==> src/design/lbpc_pkg.sv <==
package lbpc_pkg;

	localparam int NUM_LEDS_DEF  = 4;
	localparam int TICK_BITS_DEF = 16;
	localparam int PIN_BITS      = 4;
	localparam int IDX_BITS      = 2;
	localparam int FIELD_BITS    = 16;
	localparam int COUNT_BITS    = 8;

	typedef enum logic [2:0] {
		OP_TICK    = 3'd0,
		OP_SET     = 3'd1,
		OP_BLINK   = 3'd2,
		OP_COUNTED = 3'd3,
		OP_READ    = 3'd4
	} op_t;

	typedef enum logic [1:0] {
		MODE_STEADY  = 2'd0,
		MODE_BLINK   = 2'd1,
		MODE_COUNTED = 2'd2
	} mode_t;

	typedef enum logic [1:0] {
		ST_IDLE,
		ST_SWEEP,
		ST_FINISH
	} seq_state_t;

	typedef struct packed {
		logic [2:0]            op;
		logic [IDX_BITS-1:0]   led_index;
		logic                  level;
		logic [FIELD_BITS-1:0] blink_delay;
		logic [FIELD_BITS-1:0] burst_pause;
		logic [COUNT_BITS-1:0] blink_count;
	} cmd_t;

	typedef struct packed {
		logic accept;
		logic is_tick;
		logic last;
		logic out_free;
	} seq_status_t;

	typedef struct packed {
		logic ready;
		logic sweep;
		logic load;
	} seq_ctrl_t;

endpackage

==> src/design/lbpc_if.sv <==
interface lbpc_cmd_if;
	logic        valid;
	logic        ready;
	logic [2:0]  op;
	logic [1:0]  led_index;
	logic        level;
	logic [15:0] blink_delay;
	logic [15:0] burst_pause;
	logic [7:0]  blink_count;

	modport source (output valid, op, led_index, level, blink_delay, burst_pause, blink_count,
		input ready);
	modport sink (input valid, op, led_index, level, blink_delay, burst_pause, blink_count,
		output ready);
endinterface

interface lbpc_result_if;
	logic       valid;
	logic       ready;
	logic [3:0] pin_levels;
	logic       read_level;

	modport source (output valid, pin_levels, read_level, input ready);
	modport sink (input valid, pin_levels, read_level, output ready);
endinterface

==> src/design/led_blink_pattern_controller_top.sv <==
// A command is registered, applied in the sweep step and its result loaded at finish;
// a tick sweeps all LEDs first. A new command is taken only once that result is loaded.
// A tick walks the LED timers one per cycle through a single shared update unit.
// The result sits in an output register, so a new transfer is taken while it waits.
// Reset clears all LED state, the sequencer and the result valid; active_high resets to 1.
module led_blink_pattern_controller_top #(
	parameter int NUM_LEDS  = lbpc_pkg::NUM_LEDS_DEF,
	parameter int TICK_BITS = lbpc_pkg::TICK_BITS_DEF
) (
	input  logic clk,
	input  logic arst_n,
	input  logic cfg_we,
	input  logic cfg_wdata,
	lbpc_cmd_if.sink      cmd,
	lbpc_result_if.source result
);

	localparam int LED_W = (NUM_LEDS > 1) ? $clog2(NUM_LEDS) : 1;

	typedef struct packed {
		lbpc_pkg::mode_t                 mode;
		logic [TICK_BITS-1:0]            toggle;
		logic [TICK_BITS-1:0]            pause;
		logic [lbpc_pkg::COUNT_BITS-1:0] target;
		logic [lbpc_pkg::COUNT_BITS-1:0] done;
		logic [TICK_BITS-1:0]            ticks;
	} entry_t;

	logic                          active_high_q;
	lbpc_pkg::cmd_t                cmd_q;
	logic [NUM_LEDS-1:0]           lit_q;
	entry_t                        entry_q [NUM_LEDS];
	logic [LED_W-1:0]              cursor_q;
	logic                          res_valid_q;
	logic [lbpc_pkg::PIN_BITS-1:0] pins_q;
	logic                          rd_q;

	lbpc_pkg::seq_status_t status;
	lbpc_pkg::seq_ctrl_t   ctrl;
	lbpc_pkg::seq_state_t  state;

	logic                          is_tick;
	logic                          idx_ok;
	logic [LED_W-1:0]              addr;
	logic                          upd_lit;
	entry_t                        upd_ent;
	logic                          upd_we;
	logic                          wr_en;
	logic [lbpc_pkg::PIN_BITS-1:0] pins;
	logic                          rd;

	assign is_tick = lbpc_pkg::op_t'(cmd_q.op) == lbpc_pkg::OP_TICK;
	assign idx_ok  = 32'(cmd_q.led_index) < NUM_LEDS;
	assign addr    = is_tick ? cursor_q : LED_W'(cmd_q.led_index);
	assign wr_en   = ctrl.sweep && upd_we && (is_tick || idx_ok);

	assign status.accept   = cmd.valid && ctrl.ready;
	assign status.is_tick  = is_tick;
	assign status.last     = cursor_q == LED_W'(NUM_LEDS - 1);
	assign status.out_free = !res_valid_q || result.ready;

	assign cmd.ready = ctrl.ready;

	lbpc_seq u_seq (
		.clk    (clk),
		.arst_n (arst_n),
		.status (status),
		.ctrl   (ctrl),
		.state  (state)
	);

	lbpc_update #(
		.TICK_BITS (TICK_BITS)
	) u_update (
		.cmd     (cmd_q),
		.lit_in  (lit_q[addr]),
		.ent_in  (entry_q[addr]),
		.lit_out (upd_lit),
		.ent_out (upd_ent),
		.we      (upd_we)
	);

	always_ff @(posedge clk or negedge arst_n) begin
		if (!arst_n) begin
			active_high_q <= 1'b1;
		end else if (cfg_we) begin
			active_high_q <= cfg_wdata;
		end
	end

	always_ff @(posedge clk) begin
		if (status.accept) begin
			cmd_q.op          <= cmd.op;
			cmd_q.led_index   <= cmd.led_index;
			cmd_q.level       <= cmd.level;
			cmd_q.blink_delay <= cmd.blink_delay;
			cmd_q.burst_pause <= cmd.burst_pause;
			cmd_q.blink_count <= cmd.blink_count;
		end
	end

	always_ff @(posedge clk or negedge arst_n) begin
		if (!arst_n) begin
			cursor_q <= '0;
		end else if (status.accept) begin
			cursor_q <= '0;
		end else if (ctrl.sweep && is_tick && !status.last) begin
			cursor_q <= cursor_q + LED_W'(1);
		end
	end

	always_ff @(posedge clk or negedge arst_n) begin
		if (!arst_n) begin
			lit_q <= '0;
			for (int i = 0; i < NUM_LEDS; i++) begin
				entry_q[i] <= '0;
			end
		end else if (wr_en) begin
			lit_q[addr]   <= upd_lit;
			entry_q[addr] <= upd_ent;
		end
	end

	for (genvar g = 0; g < lbpc_pkg::PIN_BITS; g++) begin : g_pin
		if (g < NUM_LEDS) begin : g_led
			assign pins[g] = lit_q[g] ^ ~active_high_q;
		end else begin : g_none
			assign pins[g] = 1'b0;
		end
	end

	always_comb begin
		rd = 1'b0;
		if (lbpc_pkg::op_t'(cmd_q.op) == lbpc_pkg::OP_READ && idx_ok) begin
			rd = lit_q[LED_W'(cmd_q.led_index)];
		end
	end

	always_ff @(posedge clk or negedge arst_n) begin
		if (!arst_n) begin
			res_valid_q <= 1'b0;
		end else if (ctrl.load) begin
			res_valid_q <= 1'b1;
		end else if (result.ready) begin
			res_valid_q <= 1'b0;
		end
	end

	always_ff @(posedge clk) begin
		if (ctrl.load) begin
			pins_q <= pins;
			rd_q   <= rd;
		end
	end

	assign result.valid      = res_valid_q;
	assign result.pin_levels = pins_q;
	assign result.read_level = rd_q;

`ifndef ASSERT_OFF
	a_busy_not_ready: assert property (@(posedge clk) disable iff (!arst_n)
		state != lbpc_pkg::ST_IDLE |-> !cmd.ready)
		else $error("command taken while an item is in progress");

	a_steady_no_timer: assert property (@(posedge clk) disable iff (!arst_n)
		wr_en && upd_ent.mode == lbpc_pkg::MODE_STEADY |-> upd_ent.ticks == '0)
		else $error("steady LED left with a running timer");

	a_cursor_range: assert property (@(posedge clk) disable iff (!arst_n)
		cursor_q <= LED_W'(NUM_LEDS - 1))
		else $error("sweep cursor beyond the LED bank");

	a_result_from_finish: assert property (@(posedge clk) disable iff (!arst_n)
		$rose(res_valid_q) |-> $past(state == lbpc_pkg::ST_FINISH))
		else $error("result raised outside the finish step");
`endif

endmodule

==> src/design/lbpc_update.sv <==
module lbpc_update #(
	parameter int TICK_BITS = lbpc_pkg::TICK_BITS_DEF
) (
	input  lbpc_pkg::cmd_t cmd,
	input  logic           lit_in,
	input  logic [$bits(lbpc_pkg::mode_t)+2*lbpc_pkg::COUNT_BITS+3*TICK_BITS-1:0] ent_in,
	output logic           lit_out,
	output logic [$bits(lbpc_pkg::mode_t)+2*lbpc_pkg::COUNT_BITS+3*TICK_BITS-1:0] ent_out,
	output logic           we
);

	typedef struct packed {
		lbpc_pkg::mode_t                 mode;
		logic [TICK_BITS-1:0]            toggle;
		logic [TICK_BITS-1:0]            pause;
		logic [lbpc_pkg::COUNT_BITS-1:0] target;
		logic [lbpc_pkg::COUNT_BITS-1:0] done;
		logic [TICK_BITS-1:0]            ticks;
	} entry_t;

	entry_t                          cur;
	entry_t                          nxt;
	logic [TICK_BITS-1:0]            delay_t;
	logic [TICK_BITS-1:0]            pause_t;
	logic [TICK_BITS-1:0]            ld_delay;
	logic [TICK_BITS-1:0]            ld_toggle;
	logic [TICK_BITS-1:0]            ld_pause;
	logic [TICK_BITS-1:0]            t_dec;
	logic [lbpc_pkg::COUNT_BITS-1:0] done_inc;

	assign cur       = entry_t'(ent_in);
	assign ent_out   = nxt;
	assign delay_t   = TICK_BITS'(cmd.blink_delay);
	assign pause_t   = TICK_BITS'(cmd.burst_pause);
	assign ld_delay  = (delay_t == '0) ? TICK_BITS'(1) : delay_t;
	assign ld_toggle = (cur.toggle == '0) ? TICK_BITS'(1) : cur.toggle;
	assign ld_pause  = (cur.pause == '0) ? TICK_BITS'(1) : cur.pause;
	assign t_dec     = cur.ticks - TICK_BITS'(1);
	assign done_inc  = cur.done + lbpc_pkg::COUNT_BITS'(1);

	always_comb begin
		logic [lbpc_pkg::COUNT_BITS-1:0] done_n;
		nxt     = cur;
		lit_out = lit_in;
		we      = 1'b0;
		done_n  = cur.done;
		case (lbpc_pkg::op_t'(cmd.op))
			lbpc_pkg::OP_TICK: begin
				we = 1'b1;
				if (cur.ticks != '0) begin
					nxt.ticks = t_dec;
					if (t_dec == '0) begin
						case (cur.mode)
							lbpc_pkg::MODE_BLINK: begin
								lit_out   = ~lit_in;
								nxt.ticks = ld_toggle;
							end
							lbpc_pkg::MODE_COUNTED: begin
								lit_out  = ~lit_in;
								done_n   = lit_in ? done_inc : cur.done;
								nxt.done = done_n;
								if (done_n < cur.target) begin
									nxt.ticks = ld_toggle;
								end else if (cur.pause != '0) begin
									nxt.ticks = ld_pause;
									nxt.done  = '0;
								end else begin
									nxt.mode  = lbpc_pkg::MODE_STEADY;
									nxt.ticks = '0;
								end
							end
							default: begin
								nxt.ticks = '0;
							end
						endcase
					end
				end
			end
			lbpc_pkg::OP_SET: begin
				we        = 1'b1;
				nxt.ticks = '0;
				nxt.mode  = lbpc_pkg::MODE_STEADY;
				lit_out   = cmd.level;
			end
			lbpc_pkg::OP_BLINK: begin
				we         = 1'b1;
				nxt.mode   = lbpc_pkg::MODE_BLINK;
				nxt.toggle = delay_t;
				nxt.ticks  = ld_delay;
			end
			lbpc_pkg::OP_COUNTED: begin
				we         = 1'b1;
				nxt.mode   = lbpc_pkg::MODE_COUNTED;
				nxt.target = cmd.blink_count;
				nxt.toggle = delay_t;
				nxt.pause  = pause_t;
				nxt.done   = '0;
				nxt.ticks  = ld_delay;
			end
			default: begin
				we = 1'b0;
			end
		endcase
	end

endmodule

==> src/design/lbpc_seq.sv <==
module lbpc_seq (
	input  logic                  clk,
	input  logic                  arst_n,
	input  lbpc_pkg::seq_status_t status,
	output lbpc_pkg::seq_ctrl_t   ctrl,
	output lbpc_pkg::seq_state_t  state
);

	lbpc_pkg::seq_state_t state_q;
	lbpc_pkg::seq_state_t state_n;

	assign state = state_q;

	always_ff @(posedge clk or negedge arst_n) begin
		if (!arst_n) begin
			state_q <= lbpc_pkg::ST_IDLE;
		end else begin
			state_q <= state_n;
		end
	end

	always_comb begin
		state_n = state_q;
		case (state_q)
			lbpc_pkg::ST_IDLE: begin
				if (status.accept) begin
					state_n = lbpc_pkg::ST_SWEEP;
				end
			end
			lbpc_pkg::ST_SWEEP: begin
				if (!status.is_tick || status.last) begin
					state_n = lbpc_pkg::ST_FINISH;
				end
			end
			lbpc_pkg::ST_FINISH: begin
				if (status.out_free) begin
					state_n = lbpc_pkg::ST_IDLE;
				end
			end
			default: begin
				state_n = lbpc_pkg::ST_IDLE;
			end
		endcase
	end

	always_comb begin
		ctrl = '0;
		case (state_q)
			lbpc_pkg::ST_IDLE: begin
				ctrl.ready = 1'b1;
			end
			lbpc_pkg::ST_SWEEP: begin
				ctrl.sweep = 1'b1;
			end
			lbpc_pkg::ST_FINISH: begin
				ctrl.load = status.out_free;
			end
			default: begin
				ctrl = '0;
			end
		endcase
	end

endmodule
==> src/flat_wrapper.sv <==
// flat-port wrapper written by rule: the top's interface ports become plain ports
module led_blink_pattern_controller_top_flat 
#(
	parameter int NUM_LEDS  = lbpc_pkg::NUM_LEDS_DEF,
	parameter int TICK_BITS = lbpc_pkg::TICK_BITS_DEF
)
  (clk, arst_n, cfg_we, cfg_wdata, cmd_valid, cmd_op, cmd_led_index, cmd_level, cmd_blink_delay, cmd_burst_pause, cmd_blink_count, cmd_ready, result_valid, result_pin_levels, result_read_level, result_ready);
  lbpc_cmd_if cmd_i ();
  lbpc_result_if result_i ();
  input  logic clk;
  input  logic arst_n;
  input  logic cfg_we;
  input  logic cfg_wdata;
  input wire logic [$bits(cmd_i.valid)-1:0] cmd_valid;
  input wire logic [$bits(cmd_i.op)-1:0] cmd_op;
  input wire logic [$bits(cmd_i.led_index)-1:0] cmd_led_index;
  input wire logic [$bits(cmd_i.level)-1:0] cmd_level;
  input wire logic [$bits(cmd_i.blink_delay)-1:0] cmd_blink_delay;
  input wire logic [$bits(cmd_i.burst_pause)-1:0] cmd_burst_pause;
  input wire logic [$bits(cmd_i.blink_count)-1:0] cmd_blink_count;
  output wire logic [$bits(cmd_i.ready)-1:0] cmd_ready;
  output wire logic [$bits(result_i.valid)-1:0] result_valid;
  output wire logic [$bits(result_i.pin_levels)-1:0] result_pin_levels;
  output wire logic [$bits(result_i.read_level)-1:0] result_read_level;
  input wire logic [$bits(result_i.ready)-1:0] result_ready;
  assign cmd_i.valid = cmd_valid;
  assign cmd_i.op = cmd_op;
  assign cmd_i.led_index = cmd_led_index;
  assign cmd_i.level = cmd_level;
  assign cmd_i.blink_delay = cmd_blink_delay;
  assign cmd_i.burst_pause = cmd_burst_pause;
  assign cmd_i.blink_count = cmd_blink_count;
  assign cmd_ready = cmd_i.ready;
  assign result_valid = result_i.valid;
  assign result_pin_levels = result_i.pin_levels;
  assign result_read_level = result_i.read_level;
  assign result_i.ready = result_ready;
  led_blink_pattern_controller_top #(.NUM_LEDS(NUM_LEDS), .TICK_BITS(TICK_BITS)) u_core (.clk(clk), .arst_n(arst_n), .cfg_we(cfg_we), .cfg_wdata(cfg_wdata), .cmd(cmd_i), .result(result_i));
endmodule
==> config.mk <==
export PLATFORM = sky130hd
export DESIGN_NAME = led_blink_pattern_controller_top_flat
export DESIGN_NICKNAME = d
export VERILOG_FILES = /design/src/design/lbpc_pkg.sv /design/src/design/lbpc_if.sv /design/src/design/led_blink_pattern_controller_top.sv /design/src/design/lbpc_update.sv /design/src/design/lbpc_seq.sv /design/src/flat_wrapper.sv
export SDC_FILE = /design/constraint.sdc
export NUM_CORES = 1
export LEC_CHECK = 0
export BUFFER_PORTS_ARGS = -buffer_cell sky130_fd_sc_hd__buf_2
export CAP_MARGIN = 20
export CORE_ASPECT_RATIO = 1.75
export CORE_MARGIN = 8
export CORE_UTILIZATION = 60
export CTS_CLUSTER_SIZE = 25
export DETAILED_ROUTE_END_ITERATION = 16
export GPL_TIMING_DRIVEN = 0
export PLACE_DENSITY_LB_ADDON = 0.3
export SYNTH_ARGS = -nofsm -noshare
export SYNTH_HDL_FRONTEND = slang
export SYNTH_HIERARCHICAL = 1
export SYNTH_SLANG_ARGS = --single-unit
==> constraint.sdc <==
create_clock -name clk -period 10.2 [get_ports clk]
set_input_delay 1.02 -clock clk [delete_from_list [all_inputs] [get_ports clk]]
set_output_delay 1.02 -clock clk [all_outputs]
set_load 0.1 [all_outputs]
==> results of run 1 <==
==> through the flow <==
step	setup slack, ns	util (%)	cells	hold slack, ns
5_1_grt	3.51	66.8	1901	0.461
2_1_floorplan	5.63	-	1400	0.470
3_5_place_dp	3.89	63.7	1848	0.490
4_1_cts	3.85	66.8	1901	0.437
3_3_place_gp	3.19	63.4	1845	0.479
6_report	3.74	66.8	1901	0.417
==> routing by layer <==
| layer | routed length (um) | vias up | part of all wire [%] | track usage [%] |
|---|---|---|---|---|
| li1 | - | 5395 | - | - |
| met1 | 17800 | 6476 | 37 | 31.1 |
| met2 | 25300 | 501 | 52 | 47.6 |
| met3 | 2660 | 150 | 5.5 | 3.80 |
| met4 | 2810 | 0 | 5.8 | 15.6 |
| met5 | 0 | - | 0 | 0 |
==> flip-flops by register name, indices dropped and copies added (netlist names) <==
name / count
u_core/active_high_q: 1
u_core/cmd_q: 46
u_core/cursor_q: 2
u_core/entry_q: 264
u_core/lit_q: 4
u_core/result.pin_levels: 4
u_core/result.read_level: 1
u_core/result.valid: 1
u_core/u_seq/state: 2
==> synth_stat cells, drive strengths merged, types with 4 or more instances <==
cell | n | area (sq um)
nor4 | 11 | 75.1
xor2 | 8 | 70.1
clkbuf | 34 | 128
nand2b | 7 | 43.8
o31ai | 5 | 37.5
dfrtp | 273 | 6830
ha | 14 | 175
nor2 | 24 | 90.1
nand4b | 6 | 52.6
inv | 19 | 71.3
and2 | 4 | 25.0
edfxtp | 51 | 1530
nand3 | 14 | 70.1
mux4 | 134 | 3020
a22o | 12 | 105
nand4 | 11 | 68.8
nand2 | 279 | 1050
o21a | 5 | 37.5
xnor2 | 15 | 131
buf | 62 | 409
and3 | 4 | 25.0
mux2 | 294 | 3310
a21oi | 18 | 90.1
o211ai | 16 | 120
a22oi | 8 | 60.1
mux2i | 4 | 65.1
o21ai | 16 | 80.1
nor3 | 8 | 51.3
==> how the worst max path moves through the flow <==
stage                          endpoint  slack, ns  cells after the start
floorplan             u_core/entry_q[0]       5.63                     20
global placement    u_core/entry_q[217]       3.19                      1
detailed placement   u_core/entry_q[78]       3.89                     22
CTS                  u_core/entry_q[78]       3.85                     22
global route         u_core/entry_q[78]       3.51                     22
finish               u_core/entry_q[12]       3.74                     22
==> area by class of cell <==
| type | count | area, sq um | share of cell area [%] |
|---|---|---|---|
| Inverter | 20 | 75.1 | 0.375 |
| Clock inverter | 13 | 120 | 0.601 |
| Buffer | 96 | 537 | 2.68 |
| Multi-Input combinational cell | 959 | 9210 | 46.1 |
| Tap cell | 387 | 484 | 2.42 |
| Timing Repair Buffer | 61 | 375 | 1.88 |
| Clock buffer | 40 | 807 | 4.04 |
| Sequential cell | 325 | 8390 | 41.9 |
==> power breakdown <==
part / total (uW) / switching, uW / internal, uW
Clock: 1090 / 489 / 602
Combinational: 2460 / 1380 / 1080
Sequential: 2070 / 304 / 1760
Total: 5620 / 2170 / 3450
==> cell families (layout without fill, tap and decap cells) <==
group / Yosys count / in the layout / synth area share, %
xor+xnor: 23 / 23 / 1.11
fa+ha+maj: 14 / 14 / 0.962
mux: 432 / 432 / 35.1
flops: 325 / 325 / 46.1
simple gates: 394 / 394 / 9.69
buf+inv: 116 / 230 / 3.36
compound gates: 96 / 96 / 3.72
==> worst register-to-register path: stages, from the launching register on <==
cell,delay [ns]
edfxtp_1,0.58
or3_1,0.48
clkbuf_1,0.17
buf_6,0.19
clkinv_1,0.25
clkbuf_1,0.47
nand2_1,0.11
nand2_1,0.27
and4_1,0.26
and3_1,0.25
nand3_1,0.14
xnor2_1,0.22
ha_1,0.30
a21oi_1,0.18
o21a_1,0.19
nand3_1,0.14
o21bai_1,0.54
clkbuf_1,0.43
a22oi_1,0.17
nor2_1,0.21
nor3_1,0.09
o211ai_1,0.50
mux2_2,0.27
==> summary.md, run 1 <==
| Metric | Value |
|---|---|
| Slew margin rel. | `36.0%` |
| Hold Vio Cnt, Final | `0` |
| Chip height | `246 um` |
| PwrDens | `281 nW/um^2` |
| Initial Utilization | `60.8%` |
| Part of the Yosys area used for sequential elements | `46.1%` |
| Tcrit/Tclk final | `63.3%` |
| Total gr overflow | `0` |
| Crit path kind | `reg2reg` |
| Worst-margin pin slew | `0.960 ns` |
| Number of antenna violations at the first check in global routing | `0` |
| Drt via density | `6.59` |
| Critical path, cell by cell | `or3_1, clkbuf_1, buf_6, clkinv_1, clkbuf_1, nand2_1, nand2_1, and4_1, and3_1, nand3_1, xnor2_1, ha_1, a21oi_1, o21a_1, nand3_1, o21bai_1, clkbuf_1, a22oi_1, nor2_1, nor3_1, o211ai_1, mux2_2` |
| Max VDD drop | `201 uV` |
| Worst reg2reg endpoint | `u_core/entry_q[12]` |
| Slew Limit Fails | `0` |
| Core area | `30000 sq um` |
| Distinct cell type count after synthesis | `66` |
| Layout Nets | `1558` |
| Vias in the first global route | `13300` |
| Largest net degree at the start of global routing | `103` |
| GR Util All Layers | `27.1%` |
| Max_cap viols | `0` |
| Commonest cells after routing, fill and taps aside | `nand2_1 (278), dfrtp_1 (273), mux2_2 (234), mux4_2 (134), buf_2 (87)` |
| Yosys warning total | `6` |
| Pwr Total | `5620 uW` |
| Layout cells sized above 1 | `35.9%` |
| Sink Count | `325` |
| DR WL/cell | `25.5 um` |
| CP max-delay cell | `edfxtp_1` |
| Root Driver | `clkbuf_16` |
| RSZ-0062 raised after global routing | `false` |
| Drt total wl | `48500 um` |
| Chip Width | `148 um` |
| Critical Path Sink Type | `flip-flop` |
| CTS tree | `done` |
| Antenna fix cells | `0` |
| Hold crit path type | `in2async` |
| CP Buf/Inv Count | `5` |
| Async set-reset flop share out of synthesis | `84.3%` |
| Top_reg_cell synth | `dfrtp_1` |
| DR iter-0 viols | `885` |
| Number of synthesized flops with an enable pin | `51` |
| First-pass GRT wire length | `76300 um` |
| Cts repair resizes | `0` |
| Post-Syn Area | `18200 sq um` |
| Setup TNS | `0 ns` |
| Filler cell count | `2212` |
| Post-detail-place hpwl | `34800 um` |
| Final Setup Violations | `0` |
| Dpl cell area | `19100 sq um` |
| Routed Antenna Nets | `0` |
| Tmin final | `6.46 ns` |
| Status | `finished clean` |
| Die area | `36400 sq um` |
| Clock latency on the worst-skew pair | `0.58 ns` |
| RR Startpoint | `u_core/cmd_q[44]` |
| Hold_buf cts | `0` |
| Vias post-DR | `12500` |
| Synth Register Bits | `325` |
| Worst-path clk slew | `0.07 ns` |
| Crit path max fanout | `10` |
| Mean Syn Cell Area | `13.0 sq um` |
| Most common cell after layout, fill and taps aside | `nand2_1` |
| Fmax | `155 MHz` |
| Site row count | `84` |
| DR DRC count | `0` |
| Leak | `0.00903 uW` |
| Synthesis-to-finish area growth | `9.82%` |
| PortBufs | `58` |
| CP Launch Point | `u_core/cmd_q[44]` |
| DR pass1 iterations | `5` |
| Final instance area | `20000 sq um` |
| H-tree levels | `1` |
| Post-CTS Repair Setup Buffers | `0` |
| Arrival time at the worst endpoint | `6.96 ns` |
| Cts bufs inserted | `29` |
| Io pins | `59` |
| Startpoint types | `flip-flop` |
| Clock Skew | `0.0261 ns` |
| FF-to-FF path depth | `22` |
| CP top delay family | `simple AND/OR/NAND/NOR gates` |
| CP max stage delay | `0.58 ns` |
| Cell mode on critical path | `clkbuf_1` |
| CTS max path bufs | `3` |
| Mapped Nets | `1466` |
| WP data required | `10.70 ns` |
| Synth Instances | `1400` |
| Gpl congestion | `0.995` |
| Reg2reg setup slack | `3.74 ns` |
Note: power is estimated with default switching activity, not from simulation.
==> run 2: changes to the inputs <==
Settings changed: CORE_UTILIZATION 60 to 57.
Clock period 10.2 ns to 5.4 ns, I/O delays scaled along.
==> run 2 against run 1 <==
First-iteration DRC count is 14% higher. Total power is 93% higher. Via count is 0.25% lower. Hold slack worse by 0.30 ns. Cell count is 1.2% higher. Clock skew is 0.0083 ns higher. Sequential power is 88% higher. Sequential share of layout area is 0.70 points lower. Die area is 4.8% higher. Worst setup slack worse by 3.7 ns. Wire length is 0.21% lower. Critical endpoint is now u_core/entry_q[69].
==> summary.md, run 2 (same netlist as run 1, synthesis figures left out) <==
| Metric | Value |
|---|---|
| Metal2 WL | `24800 um` |
| Io pins | `59` |
| Vias in the first global route | `13100` |
| Drt total wl | `48400 um` |
| PortBufs | `58` |
| Commonest cells after routing, fill and taps aside | `nand2_1 (276), dfrtp_1 (273), mux2_2 (234), mux4_2 (134), buf_2 (84)` |
| Vias post-DR | `12500` |
| Register share of total power | `35.9%` |
| Psw | `4150 uW` |
| Footprint of the multi-input gates | `9290 sq um` |
| Max reg flops | `264` |
| Startpoint types | `flip-flop` |
| Sink Count | `325` |
| Leak | `0.00920 uW` |
| Max VDD drop | `384 uV` |
| DR DRC count | `0` |
| Chip height | `252 um` |
| DR WL/cell | `25.2 um` |
| Switch share | `38.2%` |
| Met1 Wirelength | `18000 um` |
| WP data required | `5.91 ns` |
| Internal | `6720 uW` |
| CTS tree | `done` |
| Slew Limit Fails | `0` |
| Final WS setup | `0.0763 ns` |
| Endpoint, Worst Hold | `u_core/cmd_q[11]` |
| Worst-margin pin slew | `0.856 ns` |
| First-pass GRT wire length | `75900 um` |
| Filler cell count | `2408` |
| Chip Width | `151 um` |
| Clock latency on the worst-skew pair | `0.60 ns` |
| Pwr Total | `10900 uW` |
| Fmax | `188 MHz` |
| Hold crit path type | `in2reg` |
| Setup TNS | `0 ns` |
| DR pass1 iterations | `6` |
| Number of antenna violations at the first check in global routing | `0` |
| Core area | `31500 sq um` |
| RR Startpoint | `u_core/cmd_q[45]` |
| Largest net degree at the start of global routing | `123` |
| Tcrit/Tclk final | `98.6%` |
| Clock power frac | `20.1%` |
| Met3 WL | `2590 um` |
| Critical Path Sink Type | `flip-flop` |
| Initial Utilization | `57.8%` |
| Logic pwr share | `44.0%` |
| Gpl congestion | `0.968` |
| Status | `finished clean` |
| Highest metal used | `met4` |
| Reg2reg setup slack | `0.08 ns` |
| Drt via density | `6.49` |
| Crit path kind | `reg2reg` |
| Crit path max fanout | `10` |
| Layout Nets | `1571` |
| Most common cell after layout, fill and taps aside | `nand2_1` |
| Hold Crit Start | `cmd_burst_pause[3]` |
| Largest reg by FF count | `u_core/entry_q` |
| Antenna fix cells | `0` |
| Routed Antenna Nets | `0` |
| Post-detail-place hpwl | `35300 um` |
| Slew margin rel. | `42.9%` |
| GR Util All Layers | `26.0%` |
| Final Setup Violations | `0` |
| Hold Vio Cnt, Final | `0` |
| Clock Skew | `0.0344 ns` |
| Pre-CTS setup slack | `-0.881 ns` |
| Cts bufs inserted | `30` |
| CTS max path bufs | `3` |
| PwrDens | `534 nW/um^2` |
| Synthesis-to-finish area growth | `11.7%` |
| H-tree levels | `1` |
| Worst reg2reg endpoint | `u_core/entry_q[69]` |
| Arrival time at the worst endpoint | `5.84 ns` |
| Layout cells sized above 1 | `38.1%` |
| Worst-path clk slew | `0.07 ns` |
| Root Driver | `clkbuf_16` |
| Die area | `38200 sq um` |
| Site row count | `86` |
| Tmin final | `5.32 ns` |
| Max_cap viols | `0` |
| Final hold slack | `0.120 ns` |
| Top Registers | `u_core/entry_q: 264 flops, u_core/cmd_q: 46 flops` |
| FF-to-FF path depth | `21` |
| Total gr overflow | `0` |
| Worst Hold Depth | `1` |
| DR iter-0 viols | `1009` |
| Seq. cell area | `8390 sq um` |
[run 2: changes by cell type in the layout (fill, tap and decap cells not counted), moves of 3 or more]
| cell | previous run | this run |
|---|---|---|
| clkbuf_2 | 0 | 7 |
| clkbuf_4 | 0 | 3 |
| buf_4 | 9 | 21 |
| clkinv_2 | 8 | 4 |
| buf_1 | 9 | 6 |
| clkbuf_1 | 41 | 31 |
| clkbuf_16 | 29 | 32 |
| buf_2 | 87 | 84 |
[run 2: critical path: stages, from the launching register on]
cell and delay [ns]:
edfxtp_1 0.51, or3_4 0.45, clkbuf_1 0.16, buf_6 0.19
clkinvlp_4 0.16, buf_6 0.18, nand2_1 0.10, nand2_4 0.12
and4_1 0.22, and3_2 0.24, nand3_1 0.15, xnor2_1 0.18
ha_1 0.33, nand4_1 0.15, a311o_2 0.45, a31oi_4 0.25
buf_4 0.15, clkbuf_2 0.23, a22oi_1 0.15, o21a_1 0.19
o211ai_1 0.41, mux2_2 0.25
[run 2: final cells by class]
class	instances	share of cell area (%)
Buffer	94	2.81
Multi-Input combinational cell	959	45.7
Clock inverter	12	0.640
Inverter	20	0.388
Timing Repair Buffer	75	2.44
Clock buffer	43	4.39
Sequential cell	325	41.2
Tap cell	396	2.44
[run 2: per-stage QoR]
stage	cell area [sq um]	utilization, %	instances
global route	20300	64.5	1924
CTS	20200	64.1	1918
detailed placement	19100	60.5	1857
global placement	19000	60.3	1854
finish	20300	64.5	1924
floorplan	18200	-	1400
[run 2: power groups by stage]
stage | combinational, uW | sequential, uW | clock [uW]
global placement | 4440 | 3850 | 0
detailed placement | 4550 | 3940 | 0
finish | 4780 | 3900 | 2190
CTS | 4660 | 3890 | 2240
global route | 5100 | 4000 | 2330
floorplan | 3330 | 3810 | 0
[run 2: worst max path at each step]
stage          slack, ns        startpoint             endpoint
2_1_floorplan       0.83  u_core/cmd_q[44]    u_core/entry_q[0]
3_3_place_gp       -1.21            arst_n   u_core/entry_q[91]
3_5_place_dp       -0.88  u_core/cmd_q[41]  u_core/entry_q[210]
4_1_cts            0.006  u_core/cmd_q[45]   u_core/entry_q[12]
5_1_grt           -0.004  u_core/cmd_q[45]  u_core/entry_q[132]
6_report            0.08  u_core/cmd_q[45]   u_core/entry_q[69]
[run 2: what timing repair did]
action	in CTS	in global routing
pin swaps	5	6
hold endpoints to repair	67	0
buffers inserted	6	7
setup endpoints to repair	88	88
gates resized for setup	18	31
hold buffers	1	0
[run 2: per-layer routing]
layer	GRT usage [%]	vias to the layer above
met5	0	-
met4	14.9	0
met3	3.17	166
met2	44.6	514
met1	31.0	6388
li1	-	5423
